--- src/design/vitr_pkg.sv ---
// Shared types and constants of the video interface timing register block.
// Used by the controller, datapath, divider and top level; no dependencies.

package vitr_pkg;

  // register file depth and fixed register places
  localparam int REG_COUNT   = 14;
  localparam int IDX_STATUS  = 0;
  localparam int IDX_WIDTH   = 2;
  localparam int IDX_CURRENT = 4;
  localparam int IDX_VSYNC   = 6;

  // status bit that enables interlace field toggling
  localparam int STATUS_INTERLACE_BIT = 6;

  // field widths
  localparam int WORD_W   = 32;
  localparam int IDX_W    = 4;
  localparam int KIND_W   = 2;
  localparam int CLK_HZ_W = 27;
  localparam int RATE_W   = 7;
  localparam int CFG_ADDR_W = 1;
  localparam int CFG_DATA_W = 27;

  // stream widths, packed fields padded to whole bytes
  localparam int IN_BITS   = IDX_W + 3 * WORD_W;
  localparam int IN_DATA_W = ((IN_BITS + 7) / 8) * 8;
  localparam int OUT_BITS  = 2 * WORD_W + 6;
  localparam int OUT_DATA_W = ((OUT_BITS + 7) / 8) * 8;

  // configuration register indexes and reset values
  localparam logic [CFG_ADDR_W-1:0] CFG_VIDEO_CLOCK_HZ = 1'd0;
  localparam logic [CFG_ADDR_W-1:0] CFG_REFRESH_RATE   = 1'd1;
  localparam logic [CLK_HZ_W-1:0]   CLK_HZ_RESET  = 27'd48681812;
  localparam logic [RATE_W-1:0]     REFRESH_RESET = 7'd60;

  // request kinds
  localparam logic [KIND_W-1:0] REQ_READ  = 2'd0;
  localparam logic [KIND_W-1:0] REQ_WRITE = 2'd1;
  localparam logic [KIND_W-1:0] REQ_TICK  = 2'd2;
  localparam logic [KIND_W-1:0] REQ_NOP   = 2'd3;

  // divider operand selection
  typedef enum logic [1:0] {
    DIV_PER_FRAME,
    DIV_PER_LINE,
    DIV_LINE
  } div_sel_t;

  // controller to datapath commands
  typedef struct packed {
    logic     div_start;
    div_sel_t div_sel;
    logic     mul_en;
    logic     commit;
  } dp_cmd_t;

  // datapath to controller status
  typedef struct packed {
    logic vsync_write;
    logic line_divide;
    logic div_done;
    logic out_stall;
  } dp_stat_t;

  // one result item
  typedef struct packed {
    logic              frame_done;
    logic              width_changed;
    logic              status_changed;
    logic [WORD_W-1:0] schedule_count;
    logic              schedule_valid;
    logic              irq_clear;
    logic              irq_raise;
    logic [WORD_W-1:0] read_data;
  } result_t;

endpackage

--- src/design/vitr_div.sv ---
// Restoring divider, one quotient bit per cycle, 32-bit dividend by 33-bit divisor.
// A zero divisor gives a zero quotient. Uses vitr_pkg.

module vitr_div (
  input  logic                       clk,
  input  logic                       rst,
  input  logic                       start,
  input  logic [vitr_pkg::WORD_W-1:0] dividend,
  input  logic [vitr_pkg::WORD_W:0]   divisor,
  output logic                       done,
  output logic [vitr_pkg::WORD_W-1:0] quotient
);

  localparam int W     = vitr_pkg::WORD_W;
  localparam int CNT_W = $clog2(W);

  logic             busy;
  logic [CNT_W-1:0] cnt;
  logic [W:0]       rem;
  logic [W-1:0]     quo;
  logic [W:0]       dvs;
  logic             zero;
  logic [W+1:0]     shifted;
  logic [W+1:0]     diff;
  logic             fits;

  // one trial subtraction per step
  assign shifted = {rem, quo[W-1]};
  assign diff    = shifted - {1'b0, dvs};
  assign fits    = shifted >= {1'b0, dvs};

  // iteration registers
  always_ff @(posedge clk) begin
    if (rst) begin
      busy <= 1'b0;
      done <= 1'b0;
      cnt  <= '0;
    end else begin
      done <= 1'b0;
      if (start) begin
        busy <= 1'b1;
        cnt  <= CNT_W'(W - 1);
        rem  <= '0;
        quo  <= dividend;
        dvs  <= divisor;
        zero <= (divisor == '0);
      end else if (busy) begin
        rem <= fits ? diff[W:0] : shifted[W:0];
        quo <= {quo[W-2:0], fits};
        cnt <= cnt - 1'b1;
        if (cnt == '0) begin
          busy <= 1'b0;
          done <= 1'b1;
        end
      end
    end
  end

  assign quotient = zero ? '0 : quo;

endmodule

--- src/design/vitr_dp.sv ---
// Datapath: request latch, register file, frame timing state, shared divider,
// multiplier and result register. Uses vitr_pkg and vitr_div.

module vitr_dp #(
  parameter int REG_COUNT = vitr_pkg::REG_COUNT
) (
  input  logic                              clk,
  input  logic                              rst,
  input  logic                              cfg_we,
  input  logic [vitr_pkg::CFG_ADDR_W-1:0]   cfg_addr,
  input  logic [vitr_pkg::CFG_DATA_W-1:0]   cfg_wdata,
  input  logic                              in_fire,
  input  logic [vitr_pkg::KIND_W-1:0]       in_kind,
  input  logic [vitr_pkg::IDX_W-1:0]        in_idx,
  input  logic [vitr_pkg::WORD_W-1:0]       in_data,
  input  logic [vitr_pkg::WORD_W-1:0]       in_mask,
  input  logic [vitr_pkg::WORD_W-1:0]       in_now,
  input  vitr_pkg::dp_cmd_t                 cmd,
  output vitr_pkg::dp_stat_t                stat,
  input  logic                              out_ready,
  output logic                              out_valid,
  output vitr_pkg::result_t                 out_res
);

  localparam int W    = vitr_pkg::WORD_W;
  localparam int IDXW = $clog2(REG_COUNT);

  // configuration
  logic [vitr_pkg::CLK_HZ_W-1:0] video_clock_hz;
  logic [vitr_pkg::RATE_W-1:0]   refresh_rate;

  // latched request
  logic [vitr_pkg::KIND_W-1:0] req_kind;
  logic [vitr_pkg::IDX_W-1:0]  req_idx;
  logic [W-1:0]                req_data;
  logic [W-1:0]                req_mask;
  logic [W-1:0]                req_now;

  // block state
  logic [W-1:0] rf [REG_COUNT];
  logic         interlace_field;
  logic [W-1:0] frame_delay;
  logic [W-1:0] next_frame_count;
  logic [W-1:0] cycles_per_line;
  logic [W-1:0] prod;

  // divider hookup
  logic [W-1:0] div_dividend;
  logic [W:0]   div_divisor;
  logic         div_done;
  logic [W-1:0] quot;

  logic              in_file;
  logic [W-1:0]      rd_word;
  logic [W-1:0]      merged;
  logic              differs;
  logic [W-1:0]      vs_cur;
  logic [W-1:0]      vs_new;
  logic [W:0]        lines;
  logic [W-1:0]      elapsed;
  logic [W-1:0]      line_raw;
  logic [W-1:0]      line_wrap;
  logic [W-1:0]      line_val;
  logic [W-1:0]      fd_new;
  logic [W-1:0]      sched_new;
  logic              is_status;
  logic              is_width;
  logic              is_current;
  logic              is_vsync;
  vitr_pkg::result_t res_next;

  // register decode
  assign in_file    = {1'b0, req_idx} < (vitr_pkg::IDX_W + 1)'(REG_COUNT);
  assign rd_word    = rf[req_idx[IDXW-1:0]];
  assign merged     = (rd_word & ~req_mask) | (req_data & req_mask);
  assign differs    = (rd_word & req_mask) != (req_data & req_mask);
  assign is_status  = req_idx == vitr_pkg::IDX_W'(vitr_pkg::IDX_STATUS);
  assign is_width   = req_idx == vitr_pkg::IDX_W'(vitr_pkg::IDX_WIDTH);
  assign is_current = req_idx == vitr_pkg::IDX_W'(vitr_pkg::IDX_CURRENT);
  assign is_vsync   = req_idx == vitr_pkg::IDX_W'(vitr_pkg::IDX_VSYNC);

  // vsync and line arithmetic
  assign vs_cur    = rf[vitr_pkg::IDX_VSYNC];
  assign vs_new    = (vs_cur & ~req_mask) | (req_data & req_mask);
  assign lines     = {1'b0, vs_new} + (W + 1)'(1);
  assign elapsed   = frame_delay - (next_frame_count - req_now);
  assign line_raw  = (vs_cur != '0) ? quot : rf[vitr_pkg::IDX_CURRENT];
  assign line_wrap = (line_raw >= vs_cur) ? line_raw - vs_cur : line_raw;
  assign line_val  = {line_wrap[W-1:1], interlace_field};
  assign fd_new    = prod + quot;
  assign sched_new = req_now + fd_new;

  // divider operand selection
  always_comb begin
    case (cmd.div_sel)
      vitr_pkg::DIV_PER_FRAME: begin
        div_dividend = W'(video_clock_hz);
        div_divisor  = (W + 1)'(refresh_rate);
      end
      vitr_pkg::DIV_PER_LINE: begin
        div_dividend = quot;
        div_divisor  = lines;
      end
      vitr_pkg::DIV_LINE: begin
        div_dividend = elapsed;
        div_divisor  = {1'b0, cycles_per_line};
      end
      default: begin
        div_dividend = '0;
        div_divisor  = '0;
      end
    endcase
  end

  vitr_div u_div (
    .clk      (clk),
    .rst      (rst),
    .start    (cmd.div_start),
    .dividend (div_dividend),
    .divisor  (div_divisor),
    .done     (div_done),
    .quotient (quot)
  );

  // status to the controller
  assign stat.vsync_write = (req_kind == vitr_pkg::REQ_WRITE) && in_file && is_vsync;
  assign stat.line_divide = (req_kind == vitr_pkg::REQ_READ) && in_file && is_current
                            && (vs_cur != '0);
  assign stat.div_done    = div_done;
  assign stat.out_stall   = out_valid && !out_ready;

  // result of the current request
  always_comb begin
    res_next = '0;
    case (req_kind)
      vitr_pkg::REQ_READ: begin
        if (in_file) res_next.read_data = is_current ? line_val : rd_word;
      end
      vitr_pkg::REQ_WRITE: begin
        if (in_file) begin
          if (is_status) res_next.status_changed = differs;
          if (is_width) res_next.width_changed = differs;
          if (is_current) res_next.irq_clear = 1'b1;
          if (is_vsync && vs_new != '0 && next_frame_count == '0) begin
            res_next.schedule_valid = 1'b1;
            res_next.schedule_count = sched_new;
          end
        end
      end
      vitr_pkg::REQ_TICK: begin
        res_next.irq_raise      = 1'b1;
        res_next.schedule_valid = 1'b1;
        res_next.schedule_count = next_frame_count + frame_delay;
        res_next.frame_done     = 1'b1;
      end
      default: res_next = '0;
    endcase
  end

  // configuration registers
  always_ff @(posedge clk) begin
    if (rst) begin
      video_clock_hz <= vitr_pkg::CLK_HZ_RESET;
      refresh_rate   <= vitr_pkg::REFRESH_RESET;
    end else if (cfg_we) begin
      case (cfg_addr)
        vitr_pkg::CFG_VIDEO_CLOCK_HZ: video_clock_hz <= cfg_wdata;
        vitr_pkg::CFG_REFRESH_RATE:   refresh_rate <= cfg_wdata[vitr_pkg::RATE_W-1:0];
        default: ;
      endcase
    end
  end

  // request latch and multiplier stage
  always_ff @(posedge clk) begin
    if (in_fire) begin
      req_kind <= in_kind;
      req_idx  <= in_idx;
      req_data <= in_data;
      req_mask <= in_mask;
      req_now  <= in_now;
    end
    if (cmd.mul_en) prod <= vs_new * quot;
  end

  // state update on commit
  always_ff @(posedge clk) begin
    if (rst) begin
      for (int i = 0; i < REG_COUNT; i++) rf[i] <= '0;
      interlace_field  <= 1'b0;
      frame_delay      <= '0;
      next_frame_count <= '0;
      cycles_per_line  <= '0;
    end else if (cmd.commit) begin
      case (req_kind)
        vitr_pkg::REQ_READ: begin
          if (in_file && is_current) rf[vitr_pkg::IDX_CURRENT] <= line_val;
        end
        vitr_pkg::REQ_WRITE: begin
          if (in_file) begin
            if (is_status || is_width) begin
              if (differs) rf[req_idx[IDXW-1:0]] <= merged;
            end else if (is_vsync) begin
              rf[vitr_pkg::IDX_VSYNC] <= vs_new;
              cycles_per_line <= quot;
              frame_delay     <= fd_new;
              if (vs_new != '0 && next_frame_count == '0) next_frame_count <= sched_new;
            end else if (!is_current) begin
              rf[req_idx[IDXW-1:0]] <= merged;
            end
          end
        end
        vitr_pkg::REQ_TICK: begin
          interlace_field  <= interlace_field
                              ^ rf[vitr_pkg::IDX_STATUS][vitr_pkg::STATUS_INTERLACE_BIT];
          next_frame_count <= next_frame_count + frame_delay;
        end
        default: ;
      endcase
    end
  end

  // output register
  always_ff @(posedge clk) begin
    if (rst) begin
      out_valid <= 1'b0;
    end else if (cmd.commit) begin
      out_valid <= 1'b1;
    end else if (out_ready) begin
      out_valid <= 1'b0;
    end
    if (cmd.commit) out_res <= res_next;
  end

endmodule

--- src/design/vitr_ctrl.sv ---
// Controller: sequences accept, divisions, multiply and commit of one request.
// Uses vitr_pkg command and status types.

module vitr_ctrl (
  input  logic               clk,
  input  logic               rst,
  input  logic               in_fire,
  input  vitr_pkg::dp_stat_t stat,
  output logic               ready,
  output vitr_pkg::dp_cmd_t  cmd
);

  typedef enum logic [2:0] {
    ST_IDLE,
    ST_DECODE,
    ST_PF_WAIT,
    ST_CPL_WAIT,
    ST_LINE_WAIT,
    ST_WRITEBACK
  } state_t;

  state_t state;

  // state and registered commands
  always_ff @(posedge clk) begin
    if (rst) begin
      state       <= ST_IDLE;
      ready       <= 1'b0;
      cmd.div_start <= 1'b0;
      cmd.div_sel <= vitr_pkg::DIV_PER_FRAME;
      cmd.mul_en  <= 1'b0;
      cmd.commit  <= 1'b0;
    end else begin
      cmd.div_start <= 1'b0;
      cmd.mul_en    <= 1'b0;
      cmd.commit    <= 1'b0;
      case (state)
        ST_IDLE: begin
          if (in_fire) begin
            ready <= 1'b0;
            state <= ST_DECODE;
          end else begin
            ready <= 1'b1;
          end
        end
        ST_DECODE: begin
          if (stat.vsync_write) begin
            cmd.div_start <= 1'b1;
            cmd.div_sel   <= vitr_pkg::DIV_PER_FRAME;
            state         <= ST_PF_WAIT;
          end else if (stat.line_divide) begin
            cmd.div_start <= 1'b1;
            cmd.div_sel   <= vitr_pkg::DIV_LINE;
            state         <= ST_LINE_WAIT;
          end else begin
            state <= ST_WRITEBACK;
          end
        end
        ST_PF_WAIT: begin
          if (stat.div_done) begin
            cmd.div_start <= 1'b1;
            cmd.div_sel   <= vitr_pkg::DIV_PER_LINE;
            state         <= ST_CPL_WAIT;
          end
        end
        ST_CPL_WAIT: begin
          if (stat.div_done) begin
            cmd.mul_en <= 1'b1;
            state      <= ST_WRITEBACK;
          end
        end
        ST_LINE_WAIT: begin
          if (stat.div_done) state <= ST_WRITEBACK;
        end
        ST_WRITEBACK: begin
          if (!stat.out_stall) begin
            cmd.commit <= 1'b1;
            ready      <= 1'b1;
            state      <= ST_IDLE;
          end
        end
        default: begin
          ready <= 1'b1;
          state <= ST_IDLE;
        end
      endcase
    end
  end

endmodule

--- src/design/video_interface_timing_registers_unit.sv ---
// Video interface timing register block: stream request in, one result beat out.
// Uses vitr_pkg, vitr_ctrl and vitr_dp.
//
// Each input beat is one request (read, masked write, vertical tick or no-op)
// with the current processor cycle count; each yields exactly one output beat.
// The configuration port writes the video clock rate (index 0) and the refresh
// rate (index 1); the user must write them only while no request is in flight,
// as the block itself does not enforce this.
// The pace is set by the shared 32-step restoring divider: one division per
// current-line read with a nonzero vsync, two chained ones plus a multiply per
// vsync write.
// One request is in work at a time; the next beat is taken once the previous
// one has gone to the result register.
// Reset clears the register file and timing state and restores the default
// clock and refresh rates. A stalled receiver holds the result register; the
// block still takes the next request and holds its result until room appears.

module video_interface_timing_registers_unit #(
  parameter int REG_COUNT = vitr_pkg::REG_COUNT
) (
  input  logic                                clk,
  input  logic                                rst,
  input  logic                                cfg_we,
  input  logic [vitr_pkg::CFG_ADDR_W-1:0]     cfg_addr,
  input  logic [vitr_pkg::CFG_DATA_W-1:0]     cfg_wdata,
  input  logic                                s_axis_tvalid,
  output logic                                s_axis_tready,
  // reg_index, write_data, write_mask, cycle_count, zero pad
  input  logic [vitr_pkg::IN_DATA_W-1:0]      s_axis_tdata,
  // req_type
  input  logic [vitr_pkg::KIND_W-1:0]         s_axis_tuser,
  output logic                                m_axis_tvalid,
  input  logic                                m_axis_tready,
  // read_data, irq_raise, irq_clear, schedule_valid, schedule_count,
  // status_changed, width_changed, frame_done, zero pad
  output logic [vitr_pkg::OUT_DATA_W-1:0]     m_axis_tdata
);

  localparam int W  = vitr_pkg::WORD_W;
  localparam int IW = vitr_pkg::IDX_W;

  logic               in_fire;
  vitr_pkg::dp_cmd_t  cmd;
  vitr_pkg::dp_stat_t stat;
  vitr_pkg::result_t  res;

  // input beat handshake
  assign in_fire = s_axis_tvalid && s_axis_tready;

  vitr_ctrl u_ctrl (
    .clk     (clk),
    .rst     (rst),
    .in_fire (in_fire),
    .stat    (stat),
    .ready   (s_axis_tready),
    .cmd     (cmd)
  );

  vitr_dp #(
    .REG_COUNT (REG_COUNT)
  ) u_dp (
    .clk       (clk),
    .rst       (rst),
    .cfg_we    (cfg_we),
    .cfg_addr  (cfg_addr),
    .cfg_wdata (cfg_wdata),
    .in_fire   (in_fire),
    .in_kind   (s_axis_tuser),
    .in_idx    (s_axis_tdata[IW-1:0]),
    .in_data   (s_axis_tdata[IW+W-1:IW]),
    .in_mask   (s_axis_tdata[IW+2*W-1:IW+W]),
    .in_now    (s_axis_tdata[IW+3*W-1:IW+2*W]),
    .cmd       (cmd),
    .stat      (stat),
    .out_ready (m_axis_tready),
    .out_valid (m_axis_tvalid),
    .out_res   (res)
  );

  // output beat packing, padded to whole bytes
  assign m_axis_tdata = vitr_pkg::OUT_DATA_W'({res.frame_done, res.width_changed,
                                               res.status_changed, res.schedule_count,
                                               res.schedule_valid, res.irq_clear,
                                               res.irq_raise, res.read_data});

endmodule

--- config.mk ---
export PLATFORM = sky130hd
export DESIGN_NAME = video_interface_timing_registers_unit
export DESIGN_NICKNAME = d
export VERILOG_FILES = /design/src/design/vitr_pkg.sv /design/src/design/vitr_div.sv /design/src/design/vitr_dp.sv /design/src/design/vitr_ctrl.sv /design/src/design/video_interface_timing_registers_unit.sv
export SDC_FILE = /design/constraint.sdc
export NUM_CORES = 2
export LEC_CHECK = 0
export BUFFER_PORTS_ARGS = -buffer_cell sky130_fd_sc_hd__buf_2
export CAP_MARGIN = 15
export CORE_MARGIN = 5
export CORE_UTILIZATION = 35
export DETAILED_ROUTE_END_ITERATION = 8
export PLACE_DENSITY = 0.48
export SYNTH_ARGS = -nofsm -noshare
export SYNTH_HDL_FRONTEND = slang
export SYNTH_SLANG_ARGS = --single-unit
--- constraint.sdc ---
create_clock -name clk -period 14.2 [get_ports clk]
set_clock_uncertainty 0.15 [all_clocks]
set_input_delay 2.13 -clock clk [delete_from_list [all_inputs] [get_ports clk]]
set_output_delay 2.13 -clock clk [all_outputs]
set_load 0.02 [all_outputs]
# Word level (Yosys, flattened, before mapping)
# Memory sizes are Yosys's and may differ from the RTL's. A register that Yosys moved wholly into a read port is not among the register bits.
# Index checks and enable logic that the tools add are counted.
# word_totals
ramBits,448
input_bits,139
output_inout_bits,74
regBits,450
wordCells,213
n_memories,1
# mem_list
memory,words,width,read_ports,rd_ports_with_merged_regs,write_ports,line,text
u_dp.rf,14,32,4,1,14,vitr_dp.sv:40,logic [W-1:0] rf [REG_COUNT];
# classes
n_reduce_logical,46
mux,80
bitwise_logic,18
multipliers,1
magnitude_cmp,3
n_addsub,9
eq_ne,22
# op_table
op,count
2-to-1 mux 32 bit,14
bitwise AND 32 bit,4
2-to-1 mux 33 bit,3
case mux 33 bit (3 select lines),1
adder 32 bit,3
case mux 32 bit (3 select lines),1
subtractor 32 bit,3
case mux 33 bit (2 select lines),1
bitwise OR 32 bit,2
case mux 32 bit (2 select lines),1
nonzero test 32 bit,2
2-to-1 mux 1 bit,43
greater-or-equal comparator 34 x 33 -> 1 bit,1
2-to-1 mux 34 bit,1
adder 32 x 1 -> 33 bit (second input constant),1
logical NOT 33 bit,1
subtractor 33 bit,1
greater-or-equal comparator 32 bit,1
logical NOT 32 bit,1
multiplier 32 x 32 -> 32 bit,1
!= test 32 bit,1
inverter 32 bit,1
OR reduction 32 bit,1
2-to-1 mux 3 bit,8
other kinds (36),82

# Depth between registers and ports, before layout
# depth
depth_word,12
mapped_depth,31
ltp_nobuf,29

# Cells and area by module
# From an unflattened synthesis, not the netlist that was laid out.
# hier_totals
hier_cells,6541
hier_area_um2,68622.1
# by_module_without_submodules
module,cells_per_inst,instances,area_each_um2
vitr_dp,5878,1,61717.9
vitr_div,607,1,6409.9
vitr_ctrl,52,1,469.2
video_interface_timing_registers_unit,4,1,25.0

# Worst setup path after synthesis
# No wires, ideal clock.
# synth_timing
path_kind,reg2reg
startpoint,register u_dp.u_div.zero
endpoint,"register u_dp.prod[31], data pin"
stages_incl_launch_ff,30
synth_period_minus_slack_ns,8.141
setup_ns,0.260
slack_ns,6.059
n_path_buf,3
arrival_time_ns,7.731
path_cell_list,edfxtp_1 -> clkbuf_1 -> clkbuf_1 -> nand2b_1 -> clkbuf_1 -> nor2_1 -> fa_1 -> inv_1 -> fa_1 -> fa_1 -> fa_1 -> inv_1 -> fa_1 -> inv_1 -> fa_1 -> inv_1 -> fa_1 -> fa_1 -> ha_1 -> and3_1 -> a31oi_1 -> nand2_1 -> a31oi_1 -> o2bb2ai_1 -> o21ai_1 -> o41a_1 -> and4_1 -> a2111oi_2 -> a21oi_1 -> xnor2_1
# synth_between
elab_chain_cells,2
# synth_lines
element,line,text
start: declaration,vitr_div.sv:22,logic zero;
start signal: assignment,vitr_div.sv:46,zero <= (divisor == '0);
2-to-1 mux 32 bit,vitr_div.sv:59,assign quotient = zero ? '0 : quo;
multiplier 32 x 32 -> 32 bit,vitr_dp.sv:183,if (cmd.mul_en) prod <= vs_new * quot;
end signal: assignment,vitr_dp.sv:183,
end: declaration,vitr_dp.sv:45,logic [W-1:0] prod;
# Every way passes these cells.
# A chain may end at the register's enable or synchronous reset.

# Worst setup path in the final report
# Same ends and word-level chain as after synthesis.

==> impl_metrics.yaml <==
setup_path:
  endpoint_kind: "register"
  startpoint_type: "register"
  path_common_cell: "fa_1"
  reg2reg_setup_slack_ns: 4.52
  path_class: "reg2reg"
  cp.arrival_ns: 10.01
  cp.required_ns: 14.53
  slowest_stage: "inv_1"
  critPathMaxFanout: 32
  cp_slowest_stage_delay_ns: 0.87
yosys:
  avgSynthCellArea_sq_um: 10.24
  ys_types: 93
  syn_area_sq_mm: 0.06771
  ys_warn_count: 0
  synth_edf_count: 814
  synthFlopType: "edfxtp_1"
  yosysSeqAreaShare_pct: 40.59
  async_flop_share_pct: 0
  yosys_register_bits: 966
  synthesis.instances: 6614
clocking:
  clk_latency_ns: 0.80
  clockBufferDepth: 3
  numCtsBuffers: 113
  cts_root_buf: "clkbuf_16"
  cts_resized: 0
  cts_tree: "yes"
  cts_setup_buffers: 0
  clk_transition_reported_paths_ns: 0.06
  htree_levels: 3
  cts.sinks: 966
  holdBufCountCts: 0
layout:
  n_fill_cell: 18996
  nNetsFinal: 7735
  drive_gt1_share_pct: 11.20
  area_growth_pct: 12.34
  multi_input_area_sq_mm: 0.03652
  register_area_sq_mm: 0.02751
  final_cell_mix: "nor2_1, edfxtp_1, inv_1, nand2_1, fa_1"
  final_area_sq_mm: 0.07607
  final_common_cell: "nor2_1"
power_and_ir_drop:
  power_density_mw_per_mm2: 138.6
  ir_worst_vdd_mv: 0.1406
  p_leak_nw: 30.85
run_status:
  status: "finished clean"
timing:
  hold_viol: 0
  relSlewSlack_pct: 14.84
  rsz0062_at_grt: "false"
  setup_viol: 0
  tightest_slew_ns: 1.269
  clock.fmax_mhz: 103.4
  tns_ns: 0
  report.final.slew_viol_count: 0
  min_period_over_period_pct: 68.14
  fin_crit_ns: 9.676
drt:
  first_pass_iters: 5
  highest_layer: "met5"
  wl_microns: 244200
  drt-vias-per-instance: 5.394
  postRouteAntennaNets: 0
  dr_wl_met3_microns: 17370
  vias: 50884
  wl_met1_microns: 103500
  drt-initial-drc-count: 4749
  route.detailed.drc: 0
  wl_per_cell_microns: 25.88
  wl_met2_microns: 113600
global_routing:
  grt_pass1_wl_microns: 355700
  grt_usage_pct: 23.72
  grt_overflow_total: 0
  grt_pass1_vias: 51355
  grt_start_max_net_pins: 81
  antenna_found_initial: 15
floorplanning:
  fp.dieH_microns: 449.9
  die_w_microns: 449.9
  fp-row-count: 161
  core_sq_mm: 0.1926
  ios: 213
  dieArea_sq_mm: 0.2024
  initial_core_util_pct: 35.16
placement:
  dp_hpwl_microns: 176400
  globalplace.congestion: 0.9310
  placed_area_sq_mm: 0.07209
  io_buffers: 206
flow_run:
  cap_violations: 0
hold_path:
  hold_path_class: "reg2reg"
layer usage:
metal / track usage, % / up-vias
met2: 38.88 / 1893
li1: - / 22703
met5: 0 / -
met1: 31.71 / 25844
met3: 4.176 / 442
met4: 8.312 / 2
kinds of logic (layout without fill, tap and decap cells):
kind of cell / Yosys count / after routing / synth area share [%]
flip-flops: 966 / 966 / 40.59
AND/OR/NAND/NOR: 2129 / 2129 / 13.42
XOR/XNOR: 322 / 322 / 4.185
buffers and inverters: 1083 / 1305 / 6.107
multiplexers: 241 / 241 / 6.225
AO/OA/AOI/OAI: 1078 / 1078 / 9.874
other: 1 / 72 / 0.005538
adder cells (fa/ha/maj): 794 / 794 / 19.59
cells in the mapped netlist, drive strengths merged, types with 8 or more instances:
master / n / share of area [%]
o21bai: 33 / 0.37
o221ai: 15 / 0.19
dfxtp: 152 / 4.5
o211ai: 11 / 0.12
a21oi: 380 / 2.8
clkbuf: 292 / 1.6
nor2b: 54 / 0.50
nand3b: 18 / 0.20
and3: 25 / 0.23
or3: 13 / 0.12
xor2: 94 / 1.2
inv: 725 / 4.0
o21a: 90 / 1.0
mux2: 18 / 0.30
a31oi: 25 / 0.23
mux2i: 81 / 1.2
a221oi: 8 / 0.10
o21ai: 224 / 1.7
nand2: 567 / 3.1
a21boi: 28 / 0.31
edfxtp: 814 / 36
clkinv: 9 / 0.050
fa: 444 / 13
xnor2: 227 / 2.9
a211oi: 53 / 0.59
nor4: 36 / 0.42
nand4: 37 / 0.34
a21o: 75 / 0.83
ha: 350 / 6.5
o22ai: 23 / 0.21
nand3: 55 / 0.41
nor2: 1140 / 6.3
mux4: 142 / 4.7
a22oi: 25 / 0.28
buf: 57 / 0.42
and2: 18 / 0.17
nor3: 46 / 0.35
o31ai: 11 / 0.12
a311oi: 14 / 0.18
nand2b: 87 / 0.80
stage by stage:
step	total power, mW	setup WS [ns]	hold WS, ns	std cells	util (%)
after global routing	11.13	4.192	0.3263	9427	39.49
final	10.54	4.524	0.3094	9433	39.50
after detailed placement	7.473	4.560	0.3005	9209	37.44
after global placement	7.416	4.534	0.2925	9209	37.44
after CTS	10.61	4.557	0.3121	9423	39.47
after floorplan	6.158	6.059	0.2828	6679	-
state kept, by name (all words and copies together) (netlist names), 5 cells and up, named ones only:
| register | flops |
|---|---|
| u_ctrl.cmd | 5 |
| u_dp.cycles_per_line | 32 |
| u_dp.frame_delay | 32 |
| u_dp.next_frame_count | 32 |
| u_dp.out_res | 69 |
| u_dp.prod | 32 |
| u_dp.refresh_rate | 7 |
| u_dp.req_data | 32 |
| u_dp.req_mask | 32 |
| u_dp.req_now | 32 |
| u_dp.rf | 512 |
| u_dp.u_div.cnt | 5 |
| u_dp.u_div.dvs | 33 |
| u_dp.u_div.quo | 32 |
| u_dp.u_div.rem | 33 |
| u_dp.video_clock_hz | 27 |
path summary, 6_finish.rpt:
path,start,end,cells after the start
max,u_dp.u_div.zero,u_dp.prod[31],29
min,u_dp.video_clock_hz[19],u_dp.video_clock_hz[19],2
max reg2reg,u_dp.u_div.zero,u_dp.prod[31],29
min reg2reg,u_dp.video_clock_hz[19],u_dp.video_clock_hz[19],2
critical path: cells and delay by family (launching register included):
| family | cells | cell delay, ns |
|---|---|---|
| adder cells (fa/ha/maj) | 9 | 4.18 |
| AO/OA/AOI/OAI | 7 | 1.80 |
| buffers and inverters | 7 | 1.40 |
| AND/OR/NAND/NOR | 5 | 1.31 |
| flip-flops | 1 | 0.36 |
| XOR/XNOR | 1 | 0.18 |
power breakdown:
group	internal, mW	switching (mW)	total (mW)
clock	1.83	1.28	3.11
sequential	3.34	0.138	3.48
combinational	1.54	2.42	3.96
total	6.70	3.84	10.5
layout make-up:
cell class | instances | share of cell area [%]
Clock inverter | 72 | 1.166
Tap cell | 2526 | 4.155
Antenna cell | 6 | 0.01974
Timing Repair Buffer | 357 | 2.882
Sequential cell | 966 | 36.16
Multi-Input combinational cell | 4630 | 48.01
Inverter | 734 | 3.622
Clock buffer | 142 | 3.992
No activity file was read; power rests on OpenSTA's default activity.
